`config.mk`:
```
export PLATFORM = sky130hd
export DESIGN_NAME = run_length_smear_line_core
export DESIGN_NICKNAME = d
export VERILOG_FILES = /design/src/rtl/core/rlsl_pkg.sv /design/src/rtl/core/rlsl_front.sv /design/src/rtl/core/rlsl_cmd_fifo.sv /design/src/rtl/core/rlsl_back.sv /design/src/rtl/core/run_length_smear_line_core.sv
export SDC_FILE = /design/constraint.sdc
export NUM_CORES = 1
export LEC_CHECK = 0
export BUFFER_PORTS_ARGS = -buffer_cell sky130_fd_sc_hd__buf_2
export CELL_PAD_IN_SITES_DETAIL_PLACEMENT = 0
export CELL_PAD_IN_SITES_GLOBAL_PLACEMENT = 1
export CORE_MARGIN = 10
export CORE_UTILIZATION = 50
export DETAILED_ROUTE_END_ITERATION = 16
export PLACE_DENSITY = 0.82
export SLEW_MARGIN = 20
export SYNTH_ARGS = -nofsm -noshare
export SYNTH_HDL_FRONTEND = slang
export SYNTH_SLANG_ARGS = --single-unit
export TNS_END_PERCENT = 5
```
`constraint.sdc`:
```
create_clock -name i_clk -period 11.62 [get_ports i_clk]
set_input_delay 2.324 -clock i_clk [delete_from_list [all_inputs] [get_ports i_clk]]
set_output_delay 2.324 -clock i_clk [all_outputs]
set_load 0.01 [all_outputs]
```
`src/rtl/core/rlsl_pkg.sv`:
```
// Package for the run-length smear line core: constants, register indexes,
// configuration and command types shared by the front, queue and back.
// No dependencies.
`timescale 1ns / 1ps

package rlsl_pkg;

    // Default largest smear range, and the width of the range register
    localparam int C_MAX_RANGE = 64;
    localparam int C_RANGE_W   = 7;
    localparam int C_PIX_W     = 8;

    // Pixel codes
    localparam logic [C_PIX_W-1:0] C_PIX_BLACK = 8'd0;
    localparam logic [C_PIX_W-1:0] C_PIX_WHITE = 8'd255;

    // Configuration register indexes
    localparam int C_CFG_IDX_W = 2;
    localparam logic [C_CFG_IDX_W-1:0] C_REG_SMEAR_RANGE  = 2'd0;
    localparam logic [C_CFG_IDX_W-1:0] C_REG_SMEAR_ENABLE = 2'd1;

    // Live configuration
    typedef struct packed {
        logic [C_RANGE_W-1:0] smear_range;
        logic                 smear_enable;
    } t_cfg;

    // One command from front to back: flush cnt held whites (as black when
    // fill), then optionally emit one pixel
    typedef struct packed {
        logic [C_RANGE_W-1:0] cnt;
        logic                 fill;
        logic                 has_emit;
        logic [C_PIX_W-1:0]   px;
        logic                 le;
    } t_cmd;

endpackage

```
`src/rtl/core/rlsl_front.sv`:
```
// Front of the smear core: accepts pixels, tracks the line state, stores
// held whites and issues flush/emit commands. Depends on rlsl_pkg.
`timescale 1ns / 1ps

module rlsl_front
    import rlsl_pkg::*;
#(
    parameter int MAX_RANGE = C_MAX_RANGE,
    parameter int AW        = 6
) (
    input  logic               i_clk,
    input  logic               i_rst_n,
    input  t_cfg               i_cfg,
    input  logic               i_in_valid,
    output logic               o_in_stall,
    input  logic [C_PIX_W-1:0] i_pixel_in,
    input  logic               i_line_end,
    input  logic               i_q_full,
    input  logic               i_rd_done,
    output logic               o_push,
    output t_cmd               o_cmd,
    output logic               o_wr_en,
    output logic [AW-1:0]      o_wr_addr,
    output logic [C_PIX_W-1:0] o_wr_data
);

    localparam logic [C_RANGE_W-1:0] MAXR = C_RANGE_W'(MAX_RANGE);

    logic [AW-1:0]        r_held;
    logic [AW-1:0]        n_held;
    logic                 r_black;
    logic                 n_black;
    logic                 r_gap;
    logic                 n_gap;
    logic                 r_busy;
    logic                 n_busy;
    logic                 accept;
    logic                 held_case;
    logic [C_RANGE_W-1:0] rng;
    logic [C_RANGE_W-1:0] hc;
    logic [C_RANGE_W-1:0] hc_p1;
    t_cmd                 cmd;

    // Stall while the queue is full or stored whites are being replayed
    assign o_in_stall = i_q_full || r_busy;
    assign accept     = i_in_valid && !o_in_stall;

    assign rng   = (i_cfg.smear_range > MAXR) ? MAXR : i_cfg.smear_range;
    assign hc    = C_RANGE_W'(r_held);
    assign hc_p1 = hc + C_RANGE_W'(1);

    // Classify the pixel and build its command
    always_comb begin
        cmd       = '0;
        n_held    = r_held;
        n_black   = r_black;
        n_gap     = r_gap;
        held_case = 1'b0;
        o_wr_en   = 1'b0;
        if (accept) begin
            cmd.le = i_line_end;
            if (!i_cfg.smear_enable) begin
                cmd.cnt      = hc;
                cmd.has_emit = 1'b1;
                cmd.px       = i_pixel_in;
                n_held       = '0;
                n_black      = 1'b0;
                n_gap        = 1'b0;
            end else begin
                priority if (!r_black) begin
                    cmd.has_emit = 1'b1;
                    if (i_pixel_in == C_PIX_BLACK) begin
                        cmd.px  = C_PIX_BLACK;
                        n_black = 1'b1;
                    end else begin
                        cmd.px = C_PIX_WHITE;
                    end
                end else if (i_pixel_in == C_PIX_BLACK) begin
                    cmd.cnt      = hc;
                    cmd.fill     = (hc < rng);
                    cmd.has_emit = 1'b1;
                    cmd.px       = C_PIX_BLACK;
                    n_held       = '0;
                    n_gap        = 1'b0;
                end else if (r_gap) begin
                    cmd.has_emit = 1'b1;
                    cmd.px       = i_pixel_in;
                end else if (hc_p1 >= rng) begin
                    cmd.cnt      = hc;
                    cmd.has_emit = 1'b1;
                    cmd.px       = i_pixel_in;
                    n_held       = '0;
                    n_gap        = 1'b1;
                end else begin
                    o_wr_en   = 1'b1;
                    held_case = 1'b1;
                    n_held    = r_held + AW'(1);
                end
                // Line end: replay everything held, including this pixel
                if (i_line_end) begin
                    if (held_case) begin
                        cmd.cnt  = hc_p1;
                        cmd.fill = 1'b0;
                    end
                    n_held  = '0;
                    n_black = 1'b0;
                    n_gap   = 1'b0;
                end
            end
        end
    end

    assign o_push    = accept && (cmd.has_emit || (cmd.cnt != '0));
    assign o_cmd     = cmd;
    assign o_wr_addr = r_held;
    assign o_wr_data = i_pixel_in;

    // Track a replay of stored whites that is still outstanding
    always_comb begin
        n_busy = r_busy;
        if (i_rd_done) begin
            n_busy = 1'b0;
        end
        if (o_push && (cmd.cnt != '0) && !cmd.fill) begin
            n_busy = 1'b1;
        end
    end

    always_ff @(posedge i_clk) begin
        if (!i_rst_n) begin
            r_held  <= '0;
            r_black <= 1'b0;
            r_gap   <= 1'b0;
            r_busy  <= 1'b0;
        end else begin
            r_held  <= n_held;
            r_black <= n_black;
            r_gap   <= n_gap;
            r_busy  <= n_busy;
        end
    end

endmodule

```
`src/rtl/core/rlsl_cmd_fifo.sv`:
```
// Two-entry command queue between front and back of the smear core.
// Depends on rlsl_pkg.
`timescale 1ns / 1ps

module rlsl_cmd_fifo
    import rlsl_pkg::*;
(
    input  logic i_clk,
    input  logic i_rst_n,
    input  logic i_push,
    input  t_cmd i_data,
    output logic o_full,
    output logic o_valid,
    output t_cmd o_data,
    input  logic i_pop
);

    t_cmd       r_slot [2];
    logic       r_wp;
    logic       r_rp;
    logic [1:0] r_cnt;

    assign o_full  = (r_cnt == 2'd2);
    assign o_valid = (r_cnt != 2'd0);
    assign o_data  = r_slot[r_rp];

    // Store a pushed command
    always_ff @(posedge i_clk) begin
        if (i_push) begin
            r_slot[r_wp] <= i_data;
        end
    end

    // Advance pointers and count
    always_ff @(posedge i_clk) begin
        if (!i_rst_n) begin
            r_wp  <= 1'b0;
            r_rp  <= 1'b0;
            r_cnt <= 2'd0;
        end else begin
            if (i_push) begin
                r_wp <= !r_wp;
            end
            if (i_pop) begin
                r_rp <= !r_rp;
            end
            r_cnt <= r_cnt + 2'(i_push) - 2'(i_pop);
        end
    end

endmodule

```
`src/rtl/core/rlsl_back.sv`:
```
// Back of the smear core: holds the white store, replays flushes and
// emits results through an output register. Depends on rlsl_pkg.
`timescale 1ns / 1ps

module rlsl_back
    import rlsl_pkg::*;
#(
    parameter int MAX_RANGE = C_MAX_RANGE,
    parameter int AW        = 6
) (
    input  logic               i_clk,
    input  logic               i_rst_n,
    input  logic               i_wr_en,
    input  logic [AW-1:0]      i_wr_addr,
    input  logic [C_PIX_W-1:0] i_wr_data,
    input  logic               i_q_valid,
    input  t_cmd               i_q_data,
    output logic               o_pop,
    output logic               o_rd_done,
    output logic               o_out_valid,
    input  logic               i_out_stall,
    output logic [C_PIX_W-1:0] o_pixel_out,
    output logic               o_last_of_run,
    output logic               o_line_done
);

    logic [C_PIX_W-1:0]   mem [MAX_RANGE];
    logic [C_PIX_W-1:0]   r_rd_data;
    logic                 r_rd_ok;
    logic [C_RANGE_W-1:0] r_idx;
    logic [C_RANGE_W-1:0] n_idx;
    logic                 r_o_valid;
    logic [C_PIX_W-1:0]   r_o_pixel;
    logic                 r_o_last;
    logic                 r_o_line;
    logic                 ld_ok;
    logic                 in_flush;
    logic                 flush_last;
    logic                 produce;
    logic [C_PIX_W-1:0]   px;
    logic                 last;

    assign ld_ok      = !r_o_valid || !i_out_stall;
    assign in_flush   = (r_idx < i_q_data.cnt);
    assign flush_last = (r_idx == (i_q_data.cnt - C_RANGE_W'(1)));

    // Pick the next result of the head command
    always_comb begin
        produce = 1'b0;
        px      = i_q_data.px;
        last    = 1'b1;
        o_pop   = 1'b0;
        n_idx   = r_idx;
        if (i_q_valid && ld_ok) begin
            if (in_flush) begin
                produce = i_q_data.fill || r_rd_ok;
                px      = i_q_data.fill ? C_PIX_BLACK : r_rd_data;
                last    = flush_last && !i_q_data.has_emit;
            end else begin
                produce = i_q_data.has_emit;
            end
            // Advance past the flushed entry, rewind when the command retires
            if (produce) begin
                o_pop = last || !in_flush;
                n_idx = o_pop ? '0 : (r_idx + C_RANGE_W'(1));
            end
        end
    end

    assign o_rd_done = o_pop && (i_q_data.cnt != '0) && !i_q_data.fill;

    // White store: one write port, registered read at the next index
    always_ff @(posedge i_clk) begin
        if (i_wr_en) begin
            mem[i_wr_addr] <= i_wr_data;
        end
        r_rd_data <= mem[n_idx[AW-1:0]];
    end

    // Hold replay index and read-data validity
    always_ff @(posedge i_clk) begin
        if (!i_rst_n) begin
            r_idx   <= '0;
            r_rd_ok <= 1'b0;
        end else begin
            r_idx   <= n_idx;
            r_rd_ok <= !i_wr_en;
        end
    end

    // Output register
    always_ff @(posedge i_clk) begin
        if (!i_rst_n) begin
            r_o_valid <= 1'b0;
        end else if (ld_ok) begin
            r_o_valid <= produce;
        end
    end

    always_ff @(posedge i_clk) begin
        if (ld_ok && produce) begin
            r_o_pixel <= px;
            r_o_last  <= last;
            r_o_line  <= last && i_q_data.le;
        end
    end

    assign o_out_valid   = r_o_valid;
    assign o_pixel_out   = r_o_pixel;
    assign o_last_of_run = r_o_last;
    assign o_line_done   = r_o_line;

endmodule

```
`src/rtl/core/run_length_smear_line_core.sv`:
```
// Run-length smear line core. Pixels of one line enter one per cycle on
// the input channel (0 is black) while it is not stalled; each produces
// zero or more smeared pixels in line order on the output channel, one
// result per cycle while the output is not stalled. A white inside a gap
// after a black is stored and produces no output yet; the closing black, a
// gap that grows too long, a disabled pass or the line end releases the
// stored whites. The front takes a pixel each cycle unless its two-entry
// command queue is full, or while stored whites are being read back from
// the white store (one entry per cycle through its registered read port
// while the output is not stalled, waiting when a white was stored on the
// cycle before); filled gaps need no read-back. The store needs no
// clearing pass after reset. Depends on rlsl_pkg, rlsl_front,
// rlsl_cmd_fifo and rlsl_back.
`timescale 1ns / 1ps

module run_length_smear_line_core
    import rlsl_pkg::*;
#(
    parameter int MAX_RANGE = C_MAX_RANGE
) (
    input  logic                   i_clk,
    input  logic                   i_rst_n,
    input  logic                   i_cfg_we,
    input  logic [C_CFG_IDX_W-1:0] i_cfg_idx,
    input  logic [C_RANGE_W-1:0]   i_cfg_data,
    input  logic                   i_in_valid,
    output logic                   o_in_stall,
    input  logic [C_PIX_W-1:0]     i_pixel_in,
    input  logic                   i_line_end,
    output logic                   o_out_valid,
    input  logic                   i_out_stall,
    output logic [C_PIX_W-1:0]     o_pixel_out,
    output logic                   o_last_of_run,
    output logic                   o_line_done
);

    localparam int AW = (MAX_RANGE > 1) ? $clog2(MAX_RANGE) : 1;

    t_cfg               r_cfg;
    logic               q_full;
    logic               q_valid;
    logic               push;
    logic               pop;
    logic               rd_done;
    t_cmd               cmd;
    t_cmd               head;
    logic               wr_en;
    logic [AW-1:0]      wr_addr;
    logic [C_PIX_W-1:0] wr_data;

    // Configuration registers; unknown indexes are ignored
    always_ff @(posedge i_clk) begin
        if (!i_rst_n) begin
            r_cfg.smear_range  <= '0;
            r_cfg.smear_enable <= 1'b1;
        end else if (i_cfg_we) begin
            if (i_cfg_idx == C_REG_SMEAR_RANGE) begin
                r_cfg.smear_range <= i_cfg_data;
            end else if (i_cfg_idx == C_REG_SMEAR_ENABLE) begin
                r_cfg.smear_enable <= i_cfg_data[0];
            end
        end
    end

    rlsl_front #(
        .MAX_RANGE(MAX_RANGE),
        .AW       (AW)
    ) u_front (
        .i_clk     (i_clk),
        .i_rst_n   (i_rst_n),
        .i_cfg     (r_cfg),
        .i_in_valid(i_in_valid),
        .o_in_stall(o_in_stall),
        .i_pixel_in(i_pixel_in),
        .i_line_end(i_line_end),
        .i_q_full  (q_full),
        .i_rd_done (rd_done),
        .o_push    (push),
        .o_cmd     (cmd),
        .o_wr_en   (wr_en),
        .o_wr_addr (wr_addr),
        .o_wr_data (wr_data)
    );

    rlsl_cmd_fifo u_fifo (
        .i_clk  (i_clk),
        .i_rst_n(i_rst_n),
        .i_push (push),
        .i_data (cmd),
        .o_full (q_full),
        .o_valid(q_valid),
        .o_data (head),
        .i_pop  (pop)
    );

    rlsl_back #(
        .MAX_RANGE(MAX_RANGE),
        .AW       (AW)
    ) u_back (
        .i_clk        (i_clk),
        .i_rst_n      (i_rst_n),
        .i_wr_en      (wr_en),
        .i_wr_addr    (wr_addr),
        .i_wr_data    (wr_data),
        .i_q_valid    (q_valid),
        .i_q_data     (head),
        .o_pop        (pop),
        .o_rd_done    (rd_done),
        .o_out_valid  (o_out_valid),
        .i_out_stall  (i_out_stall),
        .o_pixel_out  (o_pixel_out),
        .o_last_of_run(o_last_of_run),
        .o_line_done  (o_line_done)
    );

endmodule

```
==> run metrics <==
non-filler cells, final=2,511; Crit. Startpoint=i_out_stall; final hold viol count=0; first-pass GRT wire length=91,900 um; initial antenna violation count=0; Hold-fix buffers, CTS=0; GR Overflow Total=0; Final min period=6.64 ns; Commonest cells post-synth=edfxtp_1, nand2_1, nand3_1, nor2_1; initial core utilization=50.5%; EDFF count, synth=558; CTS Buf Count=59; Worst Setup EP=u_back.r_rd_data[6]; Core ar.=49,000 sq um; Area contributors post-synth=edfxtp_1, nand2_1, mux4_2; RSZ-0062 raised after global routing=false; largest net degree at the start of global routing=87; R2R Setup Slk=5.45 ns; Mapped Cells=1,765; setup_tns=0 ns; n_diodes=0; Synth Flop Type=edfxtp_1; final core utilization=55.8%; Syn Std Cell Area=24,700 sq um; Distinct cells, synth=73; worst vdd ir=116 uV; gr usage total=20.2%; Crit. End Element=register; Max Slew Vio Count=0; Synth-to-Final Area Change=10.6%; post-synth top area share=67.8%; die area=58,700 sq um; total power=4.65 mW; post-synth top area cell=edfxtp_1; Die W=242 um; max-cap viol count=0; Worst Hold Class=reg2reg; Max-Slew Margin vs Limit=28.6%; Setup Fix Bufs, Post-CTS=0; clock-pin slew on the worst setup and hold paths=0.06 ns; crit path kind=in2reg; DP HPWL=37,200 um; layout cells sized above 1=12.3%; count leader, synth=edfxtp_1; P_leak=9.05 nW; Crit path required time=12.12 ns; R2R depth=15; vias in the first global route=14,805; fin area=27,300 sq um; gpl congestion=0.869; DRC=0; clock tree buffer depth=3; Root Driver=clkbuf_16; Vias=14,964; dpl cells=2,400; synth warn=0; WL/cell=23.9 um; outcome=finished, final reports clean; Worst-Skew Late Latency=0.63 ns; Cell Area, Placed=25,500 sq um; Synth Register Bits=597; final wirelength=60,100 um; worst-margin pin slew=1.06 ns; clock tree from TritonCTS=done; syn_nets=1,813; period utilisation layout=57.1%; Mean Syn Cell Area=14.0 sq um; Power Dens Cells=170 nW/um^2; H-tree levels=2; num ports=35; Nets=1,846; post-synthesis sequential area ratio=71.0%; die height=242 um; FMAX=151 MHz; asr flop ratio synth=0%; PortBufs=34; ANT nets after route=0; Final setup viols=0; Clock Skew=0.0216 ns; crit path max fanout=55; number of core rows=81; Crit path arrival time=7.13 ns; DR pass1 iterations=5; CTS resizes=0; clock sinks=597; Startpoint Class=input pin; routed vias/inst=5.96; r2r endpoint=u_back.r_rd_data[6]; Iter 0 DRT Violations=1,634
[cells in the final DEF, fill, tap and decap left out, drive strengths merged, types with 6 or more instances in the layout]
cell	n
nand2	337
and2	14
nand3	134
o22ai	17
and3	13
clkbuf	75
buf	59
xor2	7
nand2b	7
nand4	36
dfxtp	39
inv	21
a32oi	11
or3	6
a21oi	41
o31ai	9
o21ai	49
and4	6
ha	25
nor2b	17
nor4b	9
nor3	11
nor2	118
a31oi	11
a22oi	15
clkinv	27
mux2i	45
mux2	10
edfxtp	558
o211ai	6
nor4	6
mux4	48
xnor2	12
[critical path: stages]
cell and delay, ns:
buf_2 0.10, a2bb2oi_1 0.61, nand2_1 0.15, nor2_1 0.17, o211a_1 0.42, nand2b_4 0.87, buf_4 0.63, buf_4 0.55
mux4_2 0.56, a22oi_1 0.21, nand3_1 0.09, or4_1 0.40
[layout make-up]
| cell class | count | area [sq um] |
|---|---|---|
| Tap cell | 664 | 831 |
| Clock buffer | 75 | 1570 |
| Timing Repair Buffer | 59 | 358 |
| Multi-Input combinational cell | 1064 | 6760 |
| Sequential cell | 597 | 17500 |
| Inverter | 17 | 63.8 |
| Clock inverter | 35 | 211 |
| Fill cell | 3867 | 21600 |
[state kept, by name, summed over array words and instances, names as in the netlist, 2 cells and up, named ones only]
register / flops
u_fifo.r_cnt: 2
r_cfg: 8
u_fifo.r_slot: 36
u_front.o_wr_addr: 6
u_back.r_rd_data: 8
u_back.mem: 512
u_back.o_pixel_out: 8
u_back.r_idx: 7
[metal layers]
metal,vias to the layer above,track usage (%),share of wire [%]
li1,6733,-,-
met1,7480,27.3,41
met2,633,32.4,48
met3,118,3.74,8.1
met4,0,7.19,3.1
met5,-,0,0
[through the flow]
| stage | hold slack (ns) | setup slack, ns |
|---|---|---|
| after detailed placement | 0.488 | 4.31 |
| after global placement | 0.467 | 4.36 |
| after global routing | 0.514 | 4.48 |
| after floorplan | 0.474 | 6.36 |
| final | 0.490 | 4.98 |
| after CTS | 0.496 | 4.95 |
[cell families (layout without fill, tap and decap cells)]
family | after synthesis | count (layout) | synth area share (%)
AOI/OAI and AO/OA | 191 | 191 | 5.03
xor gates and xnor gates | 19 | 19 | 0.673
adders and majority gates | 25 | 25 | 1.27
buffers and inverters | 104 | 186 | 1.93
DFF | 597 | 597 | 71.0
muxes | 103 | 103 | 6.73
and+or+nand+nor | 726 | 726 | 13.4
[worst min-delay path by stage]
stage                              end               start  depth (start not counted)
finish              u_back.o_out_valid  u_back.o_out_valid                          2
global route        u_back.o_out_valid  u_back.o_out_valid                          2
CTS                 u_back.o_out_valid  u_back.o_out_valid                          2
detailed placement  u_back.o_out_valid  u_back.o_out_valid                          2
global placement    u_back.o_out_valid  u_back.o_out_valid                          2
floorplan                     r_cfg[1]            r_cfg[1]                          2
[report_power, final]
part	switching, mW	leakage, nW	total [mW]	internal [mW]
Clock	0.798	0.874	1.77	0.974
Sequential	0.0231	5.35	2.41	2.39
Combinational	0.305	2.83	0.469	0.165
Total	1.13	9.05	4.65	3.52
Note: power is estimated with default switching activity, not from simulation.
